==> src/rtl/lrb_pkg.sv <==
// lrb_pkg: shared constants, codes and types of the live range builder
// no dependencies; imported by live_range_builder and lrb_table
`default_nettype none

package lrb_pkg;

    localparam int VREG_COUNT    = 32;
    localparam int POSITION_BITS = 16;
    localparam int VIDX_W        = $clog2(VREG_COUNT);
    localparam int ENTRY_W       = 2 * POSITION_BITS;

    // event operation codes
    localparam logic [1:0] OP_BEGIN = 2'd0;
    localparam logic [1:0] OP_END   = 2'd1;
    localparam logic [1:0] OP_DEF   = 2'd2;
    localparam logic [1:0] OP_USE   = 2'd3;

    // result kinds
    localparam logic [1:0] KIND_RANGE  = 2'd0;
    localparam logic [1:0] KIND_ERROR  = 2'd1;
    localparam logic [1:0] KIND_CLOSED = 2'd2;

    typedef logic [POSITION_BITS-1:0] pos_t;
    typedef logic [VIDX_W-1:0]        vidx_t;

    typedef struct packed {
        pos_t start_pos;
        pos_t end_pos;
    } entry_t;

    typedef struct packed {
        logic   rd_en;
        logic   wr_en;
        logic   clear_all;
        vidx_t  addr;
        entry_t wr_entry;
    } tbl_req_t;

endpackage

`default_nettype wire

==> src/rtl/lrb_in_if.sv <==
// lrb_in_if: valid/ready channel carrying one register event
// no dependencies
`default_nettype none

interface lrb_in_if;
    logic        valid;
    logic        ready;
    logic [1:0]  operation;
    logic [15:0] position;
    logic [4:0]  vreg_number;

    modport source (output valid, output operation, output position, output vreg_number,
                    input ready);
    modport sink (input valid, input operation, input position, input vreg_number,
                  output ready);
endinterface

`default_nettype wire

==> src/rtl/lrb_out_if.sv <==
// lrb_out_if: valid/ready channel carrying one live range result
// no dependencies
`default_nettype none

interface lrb_out_if;
    logic        valid;
    logic        ready;
    logic [1:0]  result_kind;
    logic [4:0]  range_vreg;
    logic [15:0] range_start;
    logic [15:0] range_end;
    logic        last_of_run;

    modport source (output valid, output result_kind, output range_vreg,
                    output range_start, output range_end, output last_of_run,
                    input ready);
    modport sink (input valid, input result_kind, input range_vreg,
                  input range_start, input range_end, input last_of_run,
                  output ready);
endinterface

`default_nettype wire

==> src/rtl/live_range_builder.sv <==
// live_range_builder: top level, event sequencer and result register
// depends on lrb_pkg, lrb_in_if, lrb_out_if and lrb_table
//
// Builds live ranges from a stream of register events. Definitions and uses
// first read the register's entry from the single-port pending table, then
// emit a result or write the entry back, or both. A region end walks the
// whole table through that same port, reading and then checking each
// register, and then emits the closing marker. A state with a result due
// waits while the result register is still held by the sink. The table
// clears at reset and after every region end.
`default_nettype none

module live_range_builder
    import lrb_pkg::*;
(
    input  wire logic clk,
    input  wire logic rst_n,
    lrb_in_if.sink    events,
    lrb_out_if.source results
);

    localparam logic [2:0] ST_IDLE   = 3'd0;
    localparam logic [2:0] ST_EXEC   = 3'd1;
    localparam logic [2:0] ST_FL_RD  = 3'd2;
    localparam logic [2:0] ST_FL_CHK = 3'd3;
    localparam logic [2:0] ST_MARK   = 3'd4;

    logic [2:0]  state_reg, state_next;
    logic        region_open_reg, region_open_next;
    logic [1:0]  op_reg, op_next;
    pos_t        pos_reg, pos_next;
    vidx_t       vidx_reg, vidx_next;
    vidx_t       idx_reg, idx_next;

    logic        out_valid_reg, out_valid_next;
    logic [1:0]  out_kind_reg, out_kind_next;
    logic [4:0]  out_vreg_reg, out_vreg_next;
    logic [15:0] out_start_reg, out_start_next;
    logic [15:0] out_end_reg, out_end_next;
    logic        out_last_reg, out_last_next;

    tbl_req_t    req;
    entry_t      entry;
    logic        accept;
    logic        out_free;
    logic        in_range;

    lrb_table u_table (
        .clk      (clk),
        .rst_n    (rst_n),
        .req      (req),
        .rd_entry (entry)
    );

    assign events.ready = (state_reg == ST_IDLE);
    assign accept       = events.valid && events.ready;
    assign out_free     = !out_valid_reg || results.ready;
    assign in_range     = 32'(events.vreg_number) < VREG_COUNT;

    always_comb
    begin
        state_next       = state_reg;
        region_open_next = region_open_reg;
        op_next          = op_reg;
        pos_next         = pos_reg;
        vidx_next        = vidx_reg;
        idx_next         = idx_reg;

        out_valid_next = out_valid_reg && !results.ready;
        out_kind_next  = out_kind_reg;
        out_vreg_next  = out_vreg_reg;
        out_start_next = out_start_reg;
        out_end_next   = out_end_reg;
        out_last_next  = out_last_reg;

        req = '0;

        unique case (state_reg)
            ST_IDLE:
            begin
                req.addr = VIDX_W'(events.vreg_number);
                if (accept)
                begin
                    if (events.operation == OP_BEGIN)
                    begin
                        region_open_next = 1'b1;
                    end
                    else if (region_open_reg)
                    begin
                        if (events.operation == OP_END)
                        begin
                            idx_next   = '0;
                            state_next = ST_FL_RD;
                        end
                        else if (in_range)
                        begin
                            req.rd_en  = 1'b1;
                            op_next    = events.operation;
                            pos_next   = POSITION_BITS'(events.position);
                            vidx_next  = VIDX_W'(events.vreg_number);
                            state_next = ST_EXEC;
                        end
                    end
                end
            end

            ST_EXEC:
            begin
                req.addr = vidx_reg;
                if (op_reg == OP_DEF)
                begin
                    if (out_free || entry.end_pos == '0)
                    begin
                        if (entry.end_pos != '0)
                        begin
                            out_valid_next = 1'b1;
                            out_kind_next  = KIND_RANGE;
                            out_vreg_next  = 5'(vidx_reg);
                            out_start_next = 16'(entry.start_pos);
                            out_end_next   = 16'(entry.end_pos);
                            out_last_next  = 1'b1;
                        end
                        req.wr_en    = 1'b1;
                        req.wr_entry = '{start_pos: pos_reg, end_pos: pos_reg};
                        state_next   = ST_IDLE;
                    end
                end
                else if (entry.start_pos == '0)
                begin
                    // use before def
                    if (out_free)
                    begin
                        out_valid_next = 1'b1;
                        out_kind_next  = KIND_ERROR;
                        out_vreg_next  = 5'(vidx_reg);
                        out_start_next = '0;
                        out_end_next   = '0;
                        out_last_next  = 1'b1;
                        state_next     = ST_IDLE;
                    end
                end
                else
                begin
                    req.wr_en    = 1'b1;
                    req.wr_entry = '{start_pos: entry.start_pos, end_pos: pos_reg};
                    state_next   = ST_IDLE;
                end
            end

            ST_FL_RD:
            begin
                req.addr   = idx_reg;
                req.rd_en  = 1'b1;
                state_next = ST_FL_CHK;
            end

            ST_FL_CHK:
            begin
                req.addr = idx_reg;
                if (out_free || entry.end_pos == '0)
                begin
                    if (entry.end_pos != '0)
                    begin
                        out_valid_next = 1'b1;
                        out_kind_next  = KIND_RANGE;
                        out_vreg_next  = 5'(idx_reg);
                        out_start_next = 16'(entry.start_pos);
                        out_end_next   = 16'(entry.end_pos);
                        out_last_next  = 1'b0;
                    end
                    if (idx_reg == VIDX_W'(VREG_COUNT - 1))
                    begin
                        state_next = ST_MARK;
                    end
                    else
                    begin
                        idx_next   = idx_reg + 1'b1;
                        state_next = ST_FL_RD;
                    end
                end
            end

            ST_MARK:
            begin
                req.addr = idx_reg;
                if (out_free)
                begin
                    out_valid_next   = 1'b1;
                    out_kind_next    = KIND_CLOSED;
                    out_vreg_next    = '0;
                    out_start_next   = '0;
                    out_end_next     = '0;
                    out_last_next    = 1'b1;
                    req.clear_all    = 1'b1;
                    region_open_next = 1'b0;
                    state_next       = ST_IDLE;
                end
            end

            default:
            begin
                state_next = ST_IDLE;
            end
        endcase
    end

    always_ff @(posedge clk or negedge rst_n)
    begin
        if (!rst_n)
        begin
            state_reg       <= ST_IDLE;
            region_open_reg <= 1'b0;
            out_valid_reg   <= 1'b0;
            idx_reg         <= '0;
        end
        else
        begin
            state_reg       <= state_next;
            region_open_reg <= region_open_next;
            out_valid_reg   <= out_valid_next;
            idx_reg         <= idx_next;
        end
    end

    // payload, no reset
    always_ff @(posedge clk)
    begin
        op_reg        <= op_next;
        pos_reg       <= pos_next;
        vidx_reg      <= vidx_next;
        out_kind_reg  <= out_kind_next;
        out_vreg_reg  <= out_vreg_next;
        out_start_reg <= out_start_next;
        out_end_reg   <= out_end_next;
        out_last_reg  <= out_last_next;
    end

    assign results.valid       = out_valid_reg;
    assign results.result_kind = out_kind_reg;
    assign results.range_vreg  = out_vreg_reg;
    assign results.range_start = out_start_reg;
    assign results.range_end   = out_end_reg;
    assign results.last_of_run = out_last_reg;

endmodule

`default_nettype wire

==> src/rtl/lrb_ram.sv <==
// lrb_ram: generic single-port-write, single-read ram with registered read
// no dependencies
`default_nettype none

module lrb_ram #(
    parameter int WIDTH = 32,
    parameter int DEPTH = 32
) (
    input  wire logic                     clk,
    input  wire logic                     wr_en,
    input  wire logic [$clog2(DEPTH)-1:0] wr_addr,
    input  wire logic [WIDTH-1:0]         wr_data,
    input  wire logic                     rd_en,
    input  wire logic [$clog2(DEPTH)-1:0] rd_addr,
    output logic      [WIDTH-1:0]         rd_data
);

    logic [WIDTH-1:0] mem [DEPTH];

    always_ff @(posedge clk)
    begin
        if (wr_en)
        begin
            mem[wr_addr] <= wr_data;
        end
        if (rd_en)
        begin
            rd_data <= mem[rd_addr];
        end
    end

endmodule

`default_nettype wire

==> src/rtl/lrb_table.sv <==
// lrb_table: pending range table, ram plus per-entry valid bits
// depends on lrb_pkg and lrb_ram; invalid entries read as zero
`default_nettype none

module lrb_table
    import lrb_pkg::*;
(
    input  wire logic     clk,
    input  wire logic     rst_n,
    input  wire tbl_req_t req,
    output entry_t        rd_entry
);

    logic [VREG_COUNT-1:0] valid_reg;
    logic [VREG_COUNT-1:0] valid_next;
    logic                  hit_reg;
    logic                  hit_next;
    logic [ENTRY_W-1:0]    ram_q;

    lrb_ram #(
        .WIDTH (ENTRY_W),
        .DEPTH (VREG_COUNT)
    ) u_ram (
        .clk     (clk),
        .wr_en   (req.wr_en),
        .wr_addr (req.addr),
        .wr_data (req.wr_entry),
        .rd_en   (req.rd_en),
        .rd_addr (req.addr),
        .rd_data (ram_q)
    );

    always_comb
    begin
        valid_next = valid_reg;
        hit_next   = hit_reg;
        if (req.rd_en)
        begin
            hit_next = valid_reg[req.addr];
        end
        if (req.clear_all)
        begin
            valid_next = '0;
        end
        else if (req.wr_en)
        begin
            valid_next[req.addr] = 1'b1;
        end
    end

    always_ff @(posedge clk or negedge rst_n)
    begin
        if (!rst_n)
        begin
            valid_reg <= '0;
            hit_reg   <= 1'b0;
        end
        else
        begin
            valid_reg <= valid_next;
            hit_reg   <= hit_next;
        end
    end

    assign rd_entry = hit_reg ? entry_t'(ram_q) : '0;

endmodule

`default_nettype wire

==> src/flat_wrapper.sv <==
// flat-port wrapper written by rule: the top's interface ports become plain ports
module live_range_builder_flat import lrb_pkg::*;
  (clk, rst_n, events_valid, events_operation, events_position, events_vreg_number, events_ready, results_valid, results_result_kind, results_range_vreg, results_range_start, results_range_end, results_last_of_run, results_ready);
  lrb_in_if events_i ();
  lrb_out_if results_i ();
  input  wire logic clk;
  input  wire logic rst_n;
  input wire logic [$bits(events_i.valid)-1:0] events_valid;
  input wire logic [$bits(events_i.operation)-1:0] events_operation;
  input wire logic [$bits(events_i.position)-1:0] events_position;
  input wire logic [$bits(events_i.vreg_number)-1:0] events_vreg_number;
  output wire logic [$bits(events_i.ready)-1:0] events_ready;
  output wire logic [$bits(results_i.valid)-1:0] results_valid;
  output wire logic [$bits(results_i.result_kind)-1:0] results_result_kind;
  output wire logic [$bits(results_i.range_vreg)-1:0] results_range_vreg;
  output wire logic [$bits(results_i.range_start)-1:0] results_range_start;
  output wire logic [$bits(results_i.range_end)-1:0] results_range_end;
  output wire logic [$bits(results_i.last_of_run)-1:0] results_last_of_run;
  input wire logic [$bits(results_i.ready)-1:0] results_ready;
  assign events_i.valid = events_valid;
  assign events_i.operation = events_operation;
  assign events_i.position = events_position;
  assign events_i.vreg_number = events_vreg_number;
  assign events_ready = events_i.ready;
  assign results_valid = results_i.valid;
  assign results_result_kind = results_i.result_kind;
  assign results_range_vreg = results_i.range_vreg;
  assign results_range_start = results_i.range_start;
  assign results_range_end = results_i.range_end;
  assign results_last_of_run = results_i.last_of_run;
  assign results_i.ready = results_ready;
  live_range_builder u_core (.clk(clk), .rst_n(rst_n), .events(events_i), .results(results_i));
endmodule
==> config.mk <==
export PLATFORM = sky130hd
export DESIGN_NAME = live_range_builder_flat
export DESIGN_NICKNAME = d
export VERILOG_FILES = /design/src/rtl/lrb_pkg.sv /design/src/rtl/lrb_in_if.sv /design/src/rtl/lrb_out_if.sv /design/src/rtl/live_range_builder.sv /design/src/rtl/lrb_ram.sv /design/src/rtl/lrb_table.sv /design/src/flat_wrapper.sv
export SDC_FILE = /design/constraint.sdc
export NUM_CORES = 1
export LEC_CHECK = 0
export ABC_AREA = 1
export BUFFER_PORTS_ARGS = -buffer_cell sky130_fd_sc_hd__buf_2
export CORE_MARGIN = 2
export CORE_UTILIZATION = 25
export DETAILED_ROUTE_END_ITERATION = 7
export PLACE_DENSITY = 0.47
export SETUP_SLACK_MARGIN = 0.3
export SLEW_MARGIN = 20
export SYNTH_ARGS = -nofsm -noshare
export SYNTH_HDL_FRONTEND = slang
export SYNTH_HIERARCHICAL = 1
export SYNTH_SLANG_ARGS = --single-unit
==> constraint.sdc <==
create_clock -name clk -period 3.55 [get_ports clk]
set_input_delay 0.5325 -clock clk [delete_from_list [all_inputs] [get_ports clk]]
set_output_delay 0.5325 -clock clk [all_outputs]
set_load 0.05 [all_outputs]
* Word level (Yosys, flattened, before mapping)
Memories as Yosys holds them, arrays and structs flattened. A register that Yosys moved wholly into a read port is not among the register bits.
Index checks and enable logic that the tools add are counted.
** Word-level totals
- Input bits :: 27
- Register bits :: 106
- Memories kept :: 1
- Memory bits (writable) :: 1024
** Memories
- u_core.u_table.u_ram.mem :: depth 32, width 32, read ports 1, clocked after Yosys merged registers in 1, wr ports 1, RTL line lrb_ram.sv:18 : logic [WIDTH-1:0] mem [DEPTH];
** Cells by class
- Multiplexer cells :: 89
- Reduce and logical (&&, ||, !) cells :: 25
- Equal/unequal tests :: 20
- Order comparisons :: 2
- $add $sub $neg :: 1
- Bitwise operators :: 3
** Operators by type and width (count)
- 32-bit two-way mux :: 7
- 16-bit two-way mux :: 10
- 16-bit one-hot mux with 3 select lines :: 2
- 5-bit two-way mux :: 14
- 16-bit logical NOT :: 2
- 32-bit bitwise OR :: 1
- 5-bit one-hot mux with 3 select lines :: 2
- 1-bit two-way mux :: 29
- 3-bit two-way mux :: 9
- 16-bit nonzero test :: 1
- 3-bit one-hot mux with 5 select lines :: 1
- 2-bit two-way mux :: 7
- 2-bit inequality test, second input constant :: 6
- 5-bit one-hot mux with 2 select lines :: 1
- 5-bit AND reduction :: 2
- 4-bit AND reduction :: 2
- 8-bit AND reduction :: 1
- 7-bit AND reduction :: 1
- 3-bit by 2-bit equality test with 1-bit output, second input constant :: 2
- 5-bit by 6-bit < comparator with 1-bit output, second input constant :: 1
- 2-bit by 1-bit inequality test with 1-bit output, second input constant :: 3
- 3-bit by 1-bit inequality test with 1-bit output, second input constant :: 2
- 3-bit inequality test, second input constant :: 2
- 1-bit one-hot mux with 3 select lines :: 2
- other kinds (22) :: 30

* Depth between registers and ports, before layout
- Depth after elaboration :: 10
- Depth in mapped cells :: 22
- Gate-level depth less buffers :: 20

* Cells and area by module
The synthesis kept the hierarchy.
** By module, submodules not included
- lrb_ram :: cells each 3536, times used 1, area an instance 42726.0 um^2
- live_range_builder :: cells each 454, times used 1, area an instance 3833.7 um^2
- lrb_table :: cells each 277, times used 1, area an instance 1921.8 um^2

* Worst setup path before layout
No wires, ideal clock.
- Path type :: register to register
- Start :: register u_core.state_reg[1]
- End :: register u_core.u_table.hit_reg
- Path buffers :: 1
- Arrival time :: 3.874 ns
- Cell stages (with the launch flop) :: 14
- Setup time :: 0.113 ns
- Clock period less this slack :: 3.987 ns
- Setup slack :: -0.437 ns
- Data required time :: 3.437 ns
- Cells stage by stage :: dfrtp_1 inv_2 nand2_2 nor2_1 clkbuf_8 inv_1 nor3_1 inv_1 nand2_1 inv_1 nor2_1 nand3_1 nand2_1 inv_1
** RTL lines
- start: declaration :: RTL line live_range_builder.sv:28 : logic [2:0] state_reg, state_next;
- start signal: assignment :: RTL line live_range_builder.sv:218 : state_reg <= state_next;
- end signal: assignment :: RTL line lrb_table.sv:61 : hit_reg <= hit_next;
- end: declaration :: RTL line lrb_table.sv:16 : logic hit_reg;

==> results.rst <==
.. list-table::
   :header-rows: 1

   * - Metric
     - Value
   * - Result of the run
     - completed
   * - Number of warnings reported in the yosys synthesis log
     - 6
   * - Flops & latches, synth
     - approximately 1,200
   * - Final setup vio count
     - 0
   * - Count of input and output buffers
     - a little under 70
   * - CP max-delay cell
     - dfrtp_1
   * - Per-cell via count in the routed design
     - about 4.6
   * - Proportion of synthesized chip area in sequential cells
     - 71.53%
   * - Leakage
     - 21.93 nW
   * - Placeable core area
     - 192,600 um^2
   * - Clock Tree Buf Depth
     - 3
   * - Number of enable-type register cells in the synthesized netlist
     - about 1,100
   * - Transition at the pin with the smallest max-transition slack
     - around 0.83 ns
   * - Most used standard cells in the synthesized netlist
     - nand2_1, edfxtp_1, nand3_1
   * - Via count of the first global-routing pass
     - 31,760
   * - Row Count
     - approximately 160
   * - Fmax
     - ~320 MHz
   * - Power density over the cells
     - between 800 and 900 nW/um^2
   * - Startpoint type of the worst setup path
     - flop
   * - Effective utilization at floorplan
     - 25.17%
   * - DRC marker count from the first detailed-route iteration
     - 3,333
   * - Remaining global-route overflow
     - 0
   * - Detail Placement HPWL
     - approximately 86,000 um
   * - CTS tree
     - done
   * - Slew HR
     - 44.64%
   * - Width of the chip
     - 444.4 um
   * - Die outline height
     - between 400 and 500 um
   * - Clock buffer count from CTS
     - around 130
   * - Top FF cell, synth
     - edfxtp_1
   * - Placer congestion estimate
     - roughly 0.78
   * - Largest net degree at the start of global routing
     - 82
   * - First-pass iteration count of the detailed router
     - 6
   * - Biggest cell delay along the critical path
     - between 0.4 and 0.5 ns
   * - Clock Skew
     - roughly 0.027 ns
   * - Final net count
     - roughly 4,500
   * - Global-route wire length before repair
     - between 200,000 and 250,000 um
   * - Mean routed wirelength per cell
     - approximately 22 um
   * - Element type at the critical path end
     - flop
   * - Maximum vdd drop
     - approximately 530 uV
   * - R2r setup slk
     - around 0.42 ns
   * - Combined area of all synthesized cells
     - around 48,000 um^2
   * - Antenna-violating nets left
     - 0
   * - Fraction of registers with async set or reset after synthesis
     - 3.701%
   * - Sequence of cells on the critical path
     - inv_2, nand2_4, nor2_8, inv_4, nand2_2, inv_1, nand2_2, nand2_1, o211ai_1, clkbuf_16, buf_16, buf_16, inv_4, nand2_1, nand2_1, nand2_1, nand2_1, nand2_1, nand2_1, nor2_1, nand3_2, nand2_1, inv_1
   * - Remaining DRCs
     - 0
   * - Clock Sink Count
     - around 1,200
   * - Total nets after synthesis
     - roughly 4,300
   * - Post-Synthesis Mean Instance Area
     - 11.36 um^2
   * - Fraction of layout instances using a drive strength above 1
     - about 12%
   * - Crit Path Class
     - reg2reg
   * - Critical Path Fanout Max
     - 26
   * - Cell repeated most along the worst path
     - nand2_1
   * - Tot GR Track Use
     - 15.60%
   * - Clock transition time at the flip-flop clock pins of the worst setup and hold paths
     - approximately 0.060 ns
   * - Full die area
     - around 200,000 um^2
   * - Biggest area consumer among synthesized cells
     - edfxtp_1
   * - Post-placement worst setup slack
     - -0.1449 ns
   * - H-Tree Depth
     - 4
   * - I/O pin total
     - 69
   * - Arr. time, crit path
     - between 3 and 4 ns
   * - Final slew viol count
     - 0
   * - Unrepaired setup endpoints after global routing
     - yes
   * - Total negative slack for setup checks
     - 0 ns
   * - Initial antenna violation count
     - 7
   * - Ranking of synthesized cells by area
     - edfxtp_1, nand2_1, nand3_1
   * - Hold violation count in the final report
     - 0
   * - Worst path required time
     - around 4.2 ns
   * - Post-synth top area share
     - between 60% and 70%
   * - Period Utilization, post-route
     - between 80% and 90%
   * - Synth unique cells
     - 39
   * - Syn Inst Count
     - 4,267
   * - Flip-flop count of the largest register after layout
     - a little over 1,000
   * - Time the final worst path needs with I/O delays and setup
     - approximately 3.1 ns
   * - Detailed-route wire length
     - between 150,000 and 200,000 um
   * - Area growth from synthesis to layout
     - 20.07%
   * - Most frequent cell after synthesis
     - nand2_1
   * - Final setup slack of the worst path
     - between 0.4 and 0.5 ns
   * - Vias after detailed routing
     - 32,870
   * - Worst hold-check path type
     - in2reg
   * - # Max-Cap Violations
     - 0
   * - Clk Tree Root Cell
     - clkbuf_16
   * - Finished Core Util
     - a little over 30%
   * - Clock latency on the worst-skew pair
     - approximately 0.77 ns
-- placed cells by master (no fill, tap or decap), types with 6 or more instances in the layout --
master         count
o21ai_0           24
dfrtp_1           43
clkinv_2           8
buf_4            134
clkbuf_1          43
buf_2             67
nor2_1            91
inv_1             87
nand2_4            6
nor2_4            34
nand2_1         1706
a21oi_1           36
buf_16            16
edfxtp_1        1119
nor2_2            11
nor3_4             6
bufinv_16          6
clkinv_1          33
nand3_1          806
buf_12            74
nor3_2             6
clkbuf_16        143
inv_2              7
inv_6              8
dlygate4sd3_1     24
nand2_2            7
-- per-layer routing --
layer  vias up  share of wire, %  track usage, %
met2      1151                46           24.70
met1     16350                44           21.54
li1      15160                 -               -
met4         0               2.6           4.843
met5         -                 0               0
met3       210               6.8           2.967
-- stage by stage --
stage	area (um^2)	total power [W]	instances	hold WS [ns]
after floorplan	48520	0.02918	4267	0.2369
after CTS	57880	0.04977	7092	0.1274
after global routing	58210	0.05240	7119	0.1860
after detailed placement	52990	0.03555	6811	0.4825
after global placement	52990	0.03558	6811	0.4768
final	58210	0.04972	7119	0.1991
-- critical path, delay by kind of cell (launching register included) --
| family | cells | cell delay, ns |
|---|---|---|
| compound gates | 1 | 0.15 |
| buf+inv | 8 | 1.20 |
| flops | 1 | 0.41 |
| simple gates | 14 | 1.21 |
-- area by class of cell --
cell class / instances / area [um^2]
Tap cell: 2526 / 3161
Clock inverter: 57 / 471.7
Multi-Input combinational cell: 2760 / 12050
Fill cell: 19730 / 134400
Timing Repair inverter: 2 / 20.02
Antenna cell: 1 / 2.502
Sequential cell: 1162 / 34680
Inverter: 101 / 414.1
Clock buffer: 180 / 3590
Timing Repair Buffer: 330 / 3822
-- report_power, final --
part / internal (W) / leakage [nW] / total [W] / switching, W
logic: 0.00554 / 9.07 / 0.0192 / 0.0136
registers: 0.0170 / 10.9 / 0.0174 / 0.000449
clock network: 0.00754 / 1.96 / 0.0131 / 0.00555
total: 0.0301 / 21.9 / 0.0497 / 0.0197
-- kinds of logic after synthesis --
logic type | share of synthesized area, %
xor gates and xnor gates | 0.01807
and+or+nand+nor | 23.28
DFF | 71.53
AOI/OAI and AO/OA | 0.7923
adders and majority gates | 0.05161
buffers and inverters | 4.333
-- final timing paths --
path / cells past startpoint / end / from
min in group asynchronous: 2 / u_core/state_reg[2]$_DFFE_PN0P_ / rst_n
min reg2reg: 2 / u_core/u_table/valid_reg[11]$_DFFE_PN0P_ / u_core/u_table/valid_reg[11]$_DFFE_PN0P_
max: 23 / u_core/u_table/hit_reg$_DFFE_PN0P_ / u_core/state_reg[2]$_DFFE_PN0P_
max reg2reg: 23 / u_core/u_table/hit_reg$_DFFE_PN0P_ / u_core/state_reg[2]$_DFFE_PN0P_
min: 4 / u_core/results.valid$_DFF_PN0_ / results_ready
max in group asynchronous: 2 / u_core/u_table/valid_reg[31]$_DFFE_PN0P_ / rst_n
-- what timing repair did --
action,CTS,global route
buffers inserted,9,21
hold buffers,24,0
resized for setup,31,14
pin swaps,1,8
setup endpoints to repair,188,301
hold endpoints to repair,66,0
gates cloned,11,5
Note: power is estimated with default switching activity, not from simulation.
